`src/hw/rtl/tscf_pkg.sv`:
```
// Shared constants, command codes and helpers for the telemetry sentence CRC framer.
// No dependencies; used by tscf_crc16_fold and telemetry_sentence_crc_framer_core.
`default_nettype none

package tscf_pkg;

   localparam int unsigned CMD_W   = 2;
   localparam int unsigned BYTE_W  = 8;
   localparam int unsigned CRC_W   = 16;
   localparam int unsigned NIB_W   = 4;
   localparam int unsigned SEQ_W   = 3;

   typedef logic [CMD_W-1:0]  cmd_type;
   typedef logic [BYTE_W-1:0] byte_type;
   typedef logic [CRC_W-1:0]  crc_type;
   typedef logic [NIB_W-1:0]  nib_type;
   typedef logic [SEQ_W-1:0]  seq_type;

   localparam cmd_type CMD_APPEND  = 2'd0;
   localparam cmd_type CMD_RESTART = 2'd1;
   localparam cmd_type CMD_FINISH  = 2'd2;

   localparam crc_type CRC_POLY    = 16'h1021;
   localparam crc_type CRC_RESET   = 16'hDEAD;
   localparam crc_type CRC_RESTART = 16'hFFFF;

   localparam byte_type STAR_BYTE     = 8'h2A;
   localparam byte_type NEWLINE_BYTE  = 8'h0A;
   localparam byte_type NUL_BYTE      = 8'h00;
   localparam byte_type ASCII_ZERO    = 8'd48;
   localparam byte_type HEX_ALPHA_GAP = 8'(65 - 48 - 10);

   // trailer sequencer: star is sent on the finish beat, then digits, newline, nul
   localparam seq_type SEQ_IDLE    = 3'd0;
   localparam seq_type SEQ_DIGIT3  = 3'd1;
   localparam seq_type SEQ_DIGIT2  = 3'd2;
   localparam seq_type SEQ_DIGIT1  = 3'd3;
   localparam seq_type SEQ_DIGIT0  = 3'd4;
   localparam seq_type SEQ_NEWLINE = 3'd5;
   localparam seq_type SEQ_NUL     = 3'd6;

   function automatic byte_type hex_char(input nib_type nib);
      byte_type base;
      base = ASCII_ZERO + {4'd0, nib};
      if (nib > 4'd9) begin
         return base + HEX_ALPHA_GAP;
      end
      return base;
   endfunction

endpackage

`default_nettype wire

```
`src/hw/rtl/telemetry_sentence_crc_framer_core.sv`:
```
// Top level of the telemetry sentence CRC framer: byte echo, running CRC-16, trailer.
// Depends on tscf_pkg and tscf_crc16_fold.
//
//  channel | dir | tdata          | tuser          | tlast
//  req     | in  | data_byte[7:0] | cmd[1:0]       | -
//  rsp     | out | out_byte[7:0]  | link_select[0] | last
//
// An append beat can be taken every cycle while rsp is not stalled; its echo is
// registered and appears in rsp the cycle after. A finish beat emits seven rsp beats;
// req is held off for the six trailer beats after the star. A restart beat emits nothing.
// Reset: CRC = 0xDEAD, link toggle = 0, rsp empty. rsp stalls back up into req
// through the single output register.
`default_nettype none

module telemetry_sentence_crc_framer_core (
   input  wire        clock,
   input  wire        reset,
   input  wire        req_tvalid,
   output logic       req_tready,
   input  wire  [7:0] req_tdata,   // [7:0] data_byte
   input  wire  [1:0] req_tuser,   // [1:0] cmd
   output logic       rsp_tvalid,
   input  wire        rsp_tready,
   output logic [7:0] rsp_tdata,   // [7:0] out_byte
   output logic       rsp_tuser,   // [0] link_select
   output logic       rsp_tlast
);

   tscf_pkg::crc_type  crc_ff, crc_in, crc_folded;
   tscf_pkg::crc_type  cap_ff, cap_in;
   tscf_pkg::seq_type  seq_ff, seq_in;
   logic               toggle_ff, toggle_in;
   logic               link_ff, link_in;
   logic               valid_ff, valid_in;
   tscf_pkg::byte_type byte_ff, byte_in;
   logic               last_ff, last_in;
   logic               lsel_ff, lsel_in;
   logic               slot_free;
   logic               emit;

   tscf_crc16_fold u_fold (
      .crc_cur   (crc_ff),
      .data_byte (byte_in),
      .crc_next  (crc_folded)
   );

   assign slot_free  = !valid_ff || rsp_tready;
   assign req_tready = (seq_ff == tscf_pkg::SEQ_IDLE) && slot_free;

   always_comb begin
      emit      = 1'b0;
      byte_in   = tscf_pkg::NUL_BYTE;
      last_in   = 1'b0;
      lsel_in   = 1'b0;
      crc_in    = crc_ff;
      cap_in    = cap_ff;
      seq_in    = seq_ff;
      link_in   = link_ff;
      toggle_in = toggle_ff;

      if (seq_ff != tscf_pkg::SEQ_IDLE) begin
         if (slot_free) begin
            emit   = 1'b1;
            seq_in = seq_ff + 3'd1;
            unique case (seq_ff)
               tscf_pkg::SEQ_DIGIT3:  byte_in = tscf_pkg::hex_char(cap_ff[15:12]);
               tscf_pkg::SEQ_DIGIT2:  byte_in = tscf_pkg::hex_char(cap_ff[11:8]);
               tscf_pkg::SEQ_DIGIT1:  byte_in = tscf_pkg::hex_char(cap_ff[7:4]);
               tscf_pkg::SEQ_DIGIT0:  byte_in = tscf_pkg::hex_char(cap_ff[3:0]);
               tscf_pkg::SEQ_NEWLINE: byte_in = tscf_pkg::NEWLINE_BYTE;
               tscf_pkg::SEQ_NUL: begin
                  byte_in = tscf_pkg::NUL_BYTE;
                  last_in = 1'b1;
                  lsel_in = link_ff;
                  seq_in  = tscf_pkg::SEQ_IDLE;
               end
               default: begin
                  emit   = 1'b0;
                  seq_in = tscf_pkg::SEQ_IDLE;
               end
            endcase
         end
      end else if (req_tvalid && req_tready) begin
         unique case (req_tuser)
            tscf_pkg::CMD_APPEND: begin
               emit    = 1'b1;
               byte_in = req_tdata;
            end
            tscf_pkg::CMD_RESTART: begin
               crc_in = tscf_pkg::CRC_RESTART;
            end
            tscf_pkg::CMD_FINISH: begin
               emit      = 1'b1;
               byte_in   = tscf_pkg::STAR_BYTE;
               cap_in    = crc_ff;
               link_in   = toggle_ff;
               toggle_in = ~toggle_ff;
               seq_in    = tscf_pkg::SEQ_DIGIT3;
            end
            default: ;
         endcase
      end

      if (emit) begin
         crc_in = crc_folded;
      end

      if (emit) begin
         valid_in = 1'b1;
      end else if (slot_free) begin
         valid_in = 1'b0;
      end else begin
         valid_in = valid_ff;
      end
   end

   always_ff @(posedge clock) begin
      if (reset) begin
         crc_ff    <= tscf_pkg::CRC_RESET;
         toggle_ff <= 1'b0;
         seq_ff    <= tscf_pkg::SEQ_IDLE;
         valid_ff  <= 1'b0;
      end else begin
         crc_ff    <= crc_in;
         toggle_ff <= toggle_in;
         seq_ff    <= seq_in;
         valid_ff  <= valid_in;
      end
   end

   always_ff @(posedge clock) begin
      cap_ff  <= cap_in;
      link_ff <= link_in;
      if (emit) begin
         byte_ff <= byte_in;
         last_ff <= last_in;
         lsel_ff <= lsel_in;
      end
   end

   assign rsp_tvalid = valid_ff;
   assign rsp_tdata  = byte_ff;
   assign rsp_tlast  = last_ff;
   assign rsp_tuser  = lsel_ff;

endmodule

`default_nettype wire

```
`src/hw/rtl/tscf_crc16_fold.sv`:
```
// Byte-wide CRC-16 update, poly 0x1021, MSB first, no reflection.
// Depends on tscf_pkg.
`default_nettype none

module tscf_crc16_fold (
   input  wire tscf_pkg::crc_type  crc_cur,
   input  wire tscf_pkg::byte_type data_byte,
   output tscf_pkg::crc_type       crc_next
);

   always_comb begin
      tscf_pkg::crc_type c;
      c = crc_cur ^ {data_byte, 8'd0};
      for (int k = 0; k < 8; k++) begin
         if (c[tscf_pkg::CRC_W-1]) begin
            c = {c[tscf_pkg::CRC_W-2:0], 1'b0} ^ tscf_pkg::CRC_POLY;
         end else begin
            c = {c[tscf_pkg::CRC_W-2:0], 1'b0};
         end
      end
      crc_next = c;
   end

endmodule

`default_nettype wire
```
`config.mk`:
```
export PLATFORM = sky130hd
export DESIGN_NAME = telemetry_sentence_crc_framer_core
export DESIGN_NICKNAME = d
export VERILOG_FILES = /design/src/hw/rtl/tscf_pkg.sv /design/src/hw/rtl/telemetry_sentence_crc_framer_core.sv /design/src/hw/rtl/tscf_crc16_fold.sv
export SDC_FILE = /design/constraint.sdc
export NUM_CORES = 1
export LEC_CHECK = 0
export ABC_AREA = 1
export BUFFER_PORTS_ARGS = -buffer_cell sky130_fd_sc_hd__buf_2
export CAP_MARGIN = 20
export CELL_PAD_IN_SITES_DETAIL_PLACEMENT = 1
export CELL_PAD_IN_SITES_GLOBAL_PLACEMENT = 1
export CORE_ASPECT_RATIO = 2
export CORE_UTILIZATION = 35
export DETAILED_ROUTE_END_ITERATION = 8
export GPL_TIMING_DRIVEN = 0
export MAX_ROUTING_LAYER = met4
export PLACE_DENSITY = 0.71
export SYNTH_ARGS = -nofsm -noshare
export SYNTH_HDL_FRONTEND = slang
export SYNTH_SLANG_ARGS = --single-unit
```
`constraint.sdc`:
```
create_clock -name clock -period 2.8 [get_ports clock]
set_clock_uncertainty 0.05 [all_clocks]
set_input_delay 0 -clock clock [delete_from_list [all_inputs] [get_ports clock]]
set_output_delay 0 -clock clock [all_outputs]
set_load 0.02 [all_outputs]
```
==> impl_results.md <==
- Min-Delay Path Class: input pin to register
- Rel. slew slack: 48.1%
- Final min period: 2.58 ns
- Leak: 1.55 nW
- Final ANT Viol Nets: 0
- P_sw: 0.508 mW
- Worst slew pin tran: 0.770 ns
- First-pass GRT wire length: around 14,000 um
- Final Core Density: 42.1%
- Worst hold stages: 3
- Critical path required time: 2.94 ns
- Worst Setup End Kind: register
- CTS max path bufs: 2
- Die width: about 66 um
- Starting density of the core: 36.0%
- Post-Syn Nets: 404
- Post-synth cell types: 31
- Reg2Reg Capture Point: crc_ff[13]
- Drt first pass iters: 4
- Avg Inst Size Synth: 7.55 um2
- Clk sinks: 48
- Fill cell count: 977
- Core Footprint: 7890 um2
- Inserted Clock Buffers: 5
- Final setup fails: 0
- Gate Count Post-Synth: 376
- Yosys top cell by area: edfxtp_1
- FF-to-FF Start: seq_ff[1]
- R2R depth: 15
- WHS: roughly 0.018 ns
- Crit Path Category: register to register
- Worst skew pair latency: 0.29 ns
- Routed WL per cell: 17.2 um
- Flop-to-flop setup slack: 0.22 ns
- Clock network power share: approximately 37%
- Most frequent cells in the layout: nand2_1, nand3_1, inv_1, edfxtp_1, buf_2
- Worst hold start: req_tdata[2]
- Die area: 8490 um2
- PortBufs: 25
- FF+latch count, synth: 48
- Global placer's final weighted congestion: 0.860
- Crit-path max FO: 5
- Vias in the first global route: 2,805
- Die height: approximately 130 um
- Arrival time worst endpoint: 2.72 ns
- H-tree depth: 2
- Worst Setup Start Kind: register
- Top cells by area, synth: edfxtp_1, dfxtp_1, nand2_1
- Commonest non-fill, non-tap cell in the layout: nand2_1
- WL final: roughly 8700 um
- Clock-pin slew of the registers on the worst-case setup and hold paths: roughly 0.06 ns
- GRT Util Overall: 23.3%
- RSZ-0062 raised after global routing: false
- Max-slew violations: 0
- Yosys warns: 0
- Share of layout cells above drive strength 1: 15.1%
- Min-Delay Endpoint: rsp_tdata[2]
- DRC: 0
- Max_cap viols: 0
- CP max stage delay: 0.36 ns
- Switching share of power: approximately 28%
- TNS Setup: 0 ns
- Diode count: 0
- VDD IR max: 0.000376 V
- Nets@finish: roughly 440
- Pwr/cell area: 549 nW/um2
- Area Overhead vs Synth: 16.8%
- Area share of the largest cell type after synthesis: 28.6%
- Vias: 2,644
- Post-Syn Area: roughly 2800 um2
- Combinational share of power: 16.9%
- Gr ovfl total: 0
- Clk root buf: clkbuf_16
- Fmax: ~390 MHz
- Period utilization: approximately 90%
- Final HPWL DP: 7000 um
- IO Count: 26
- Pin count of the biggest net entering global routing: 20
- CP cell instances: inv_1 > ha_1 > nand2_4 > nor2_4 > nand2_4 > nor2_1 > o21ai_0 > nand2_1 > nand2_1 > nand2_2 > nand3_1 > nand3_1 > nand3_1 > nand2_1 > inv_1
- Post-DR vias/cell: 5.21
- CTS tree: built
- Number of core rows: 46
- Sequential share of power: between 40% and 50%
- Starting DRT DRC Count: 70
- Internal Pwr Total: 1.31 mW
- Status: completed
- Post-synthesis sequential area ratio: 43.4%
- Initial antenna violation count: 0
- Slowest stage cell on the critical path: dfxtp_1
- Final hold viol count: 0
==> critical path, delay by kind of cell (launching register included) <==
kind / cells / cell delay [ns]
AOI/OAI and AO/OA: 1 / 0.34
adders and majority gates: 1 / 0.24
buffers and inverters: 2 / 0.17
DFF: 1 / 0.36
and+or+nand+nor: 11 / 1.32
==> synthesized netlist by cell type <==
| master | number |
|---|---|
| nand2_1 | 101 |
| nand3_1 | 64 |
| inv_1 | 50 |
| edfxtp_1 | 27 |
| dfxtp_1 | 21 |
| o21ai_0 | 21 |
| nor2_1 | 19 |
| ha_1 | 14 |
| a21oi_1 | 11 |
| o21ai_1 | 6 |
| inv_2 | 5 |
| nand2_2 | 4 |
| clkbuf_1 | 3 |
| nand3b_1 | 3 |
| nand4_1 | 3 |
| nor2_2 | 3 |
| o211ai_1 | 3 |
| xor2_1 | 3 |
| nand2_4 | 2 |
| o21bai_1 | 2 |
| a21oi_2 | 1 |
| a2bb2oi_1 | 1 |
| and2_1 | 1 |
| buf_2 | 1 |
| nand2b_1 | 1 |
| nor2_4 | 1 |
| nor3_1 | 1 |
| o21ai_2 | 1 |
| o221ai_1 | 1 |
| o22ai_1 | 1 |
| or2_1 | 1 |
==> routing by layer <==
| metal | global-route usage (%) | up-vias | wire length [um] |
|---|---|---|---|
| met4 | 15.6 | 0 | 596 |
| met3 | 2.73 | 33 | 172 |
| met2 | 44.2 | 41 | 5060 |
| met1 | 20.2 | 1259 | 2890 |
| li1 | - | 1311 | - |
| met5 | - | - | 0 |
==> power by group through the flow <==
stage,Clock [mW],Combinational (mW),Sequential [mW]
after floorplan,0,0.201,0.845
after global placement,0,0.286,0.846
after detailed placement,0,0.298,0.848
after CTS,0.692,0.306,0.833
after global routing,0.724,0.345,0.839
final,0.680,0.307,0.833
==> worst max path at each step <==
| stage | start | to | slack (ns) | cells after the start |
|---|---|---|---|---|
| finish | seq_ff[1] | crc_ff[13] | 0.22 | 15 |
| global route | seq_ff[0] | crc_ff[7] | 0.007 | 16 |
| CTS | seq_ff[0] | crc_ff[5] | 0.03 | 15 |
| detailed placement | seq_ff[1] | crc_ff[0] | -0.18 | 12 |
| global placement | seq_ff[0] | toggle_ff | -0.18 | 11 |
| floorplan | seq_ff[0] | toggle_ff | 0.24 | 11 |
==> logic make-up after synthesis <==
group | Yosys count | share of synthesized area (%)
and+or+nand+nor | 204 | 32.2
DFF | 48 | 43.4
buffers and inverters | 59 | 7.85
AOI/OAI and AO/OA | 48 | 9.48
adders and majority gates | 14 | 6.17
xor gates and xnor gates | 3 | 0.926
==> timing repair <==
action,CTS,global route
hold buffers,1,0
setup buffers,0,1
pin swaps,0,1
hold endpoints to repair,1,0
gates resized for setup,1,12
endpoints found under the setup margin,7,15
==> stage by stage <==
stage / instances / area (um2) / power [mW] / setup slack (ns)
after global routing: 507 / 3320 / 1.91 / 0.00652
after floorplan: 376 / 2840 / 1.05 / 0.239
after detailed placement: 497 / 3090 / 1.15 / -0.179
after CTS: 506 / 3260 / 1.83 / 0.0343
final: 507 / 3320 / 1.82 / 0.224
after global placement: 497 / 3080 / 1.13 / -0.182
==> registers in the layout (all words and copies together) (netlist names) <==
| register | cells |
|---|---|
| rsp_tlast | 1 |
| link_ff | 1 |
| rsp_tvalid | 1 |
| toggle_ff | 1 |
| cap_ff | 16 |
| crc_ff | 16 |
| seq_ff | 3 |
| rsp_tdata | 8 |
| rsp_tuser | 1 |
==> final cells by class <==
class                      count  area [um2]  share of cell area, %
sequential                    48        1230                   37.2
buffer                         4        17.5                  0.528
inverter                      55         206                   6.23
timing repair buffer          27         143                   4.30
clock buffer                   5         125                   3.77
tap                           96         120                   3.62
clock inverter                 3        42.5                   1.28
multi-input combinational    269        1430                   43.1
(Power assumes the default switching activity.)
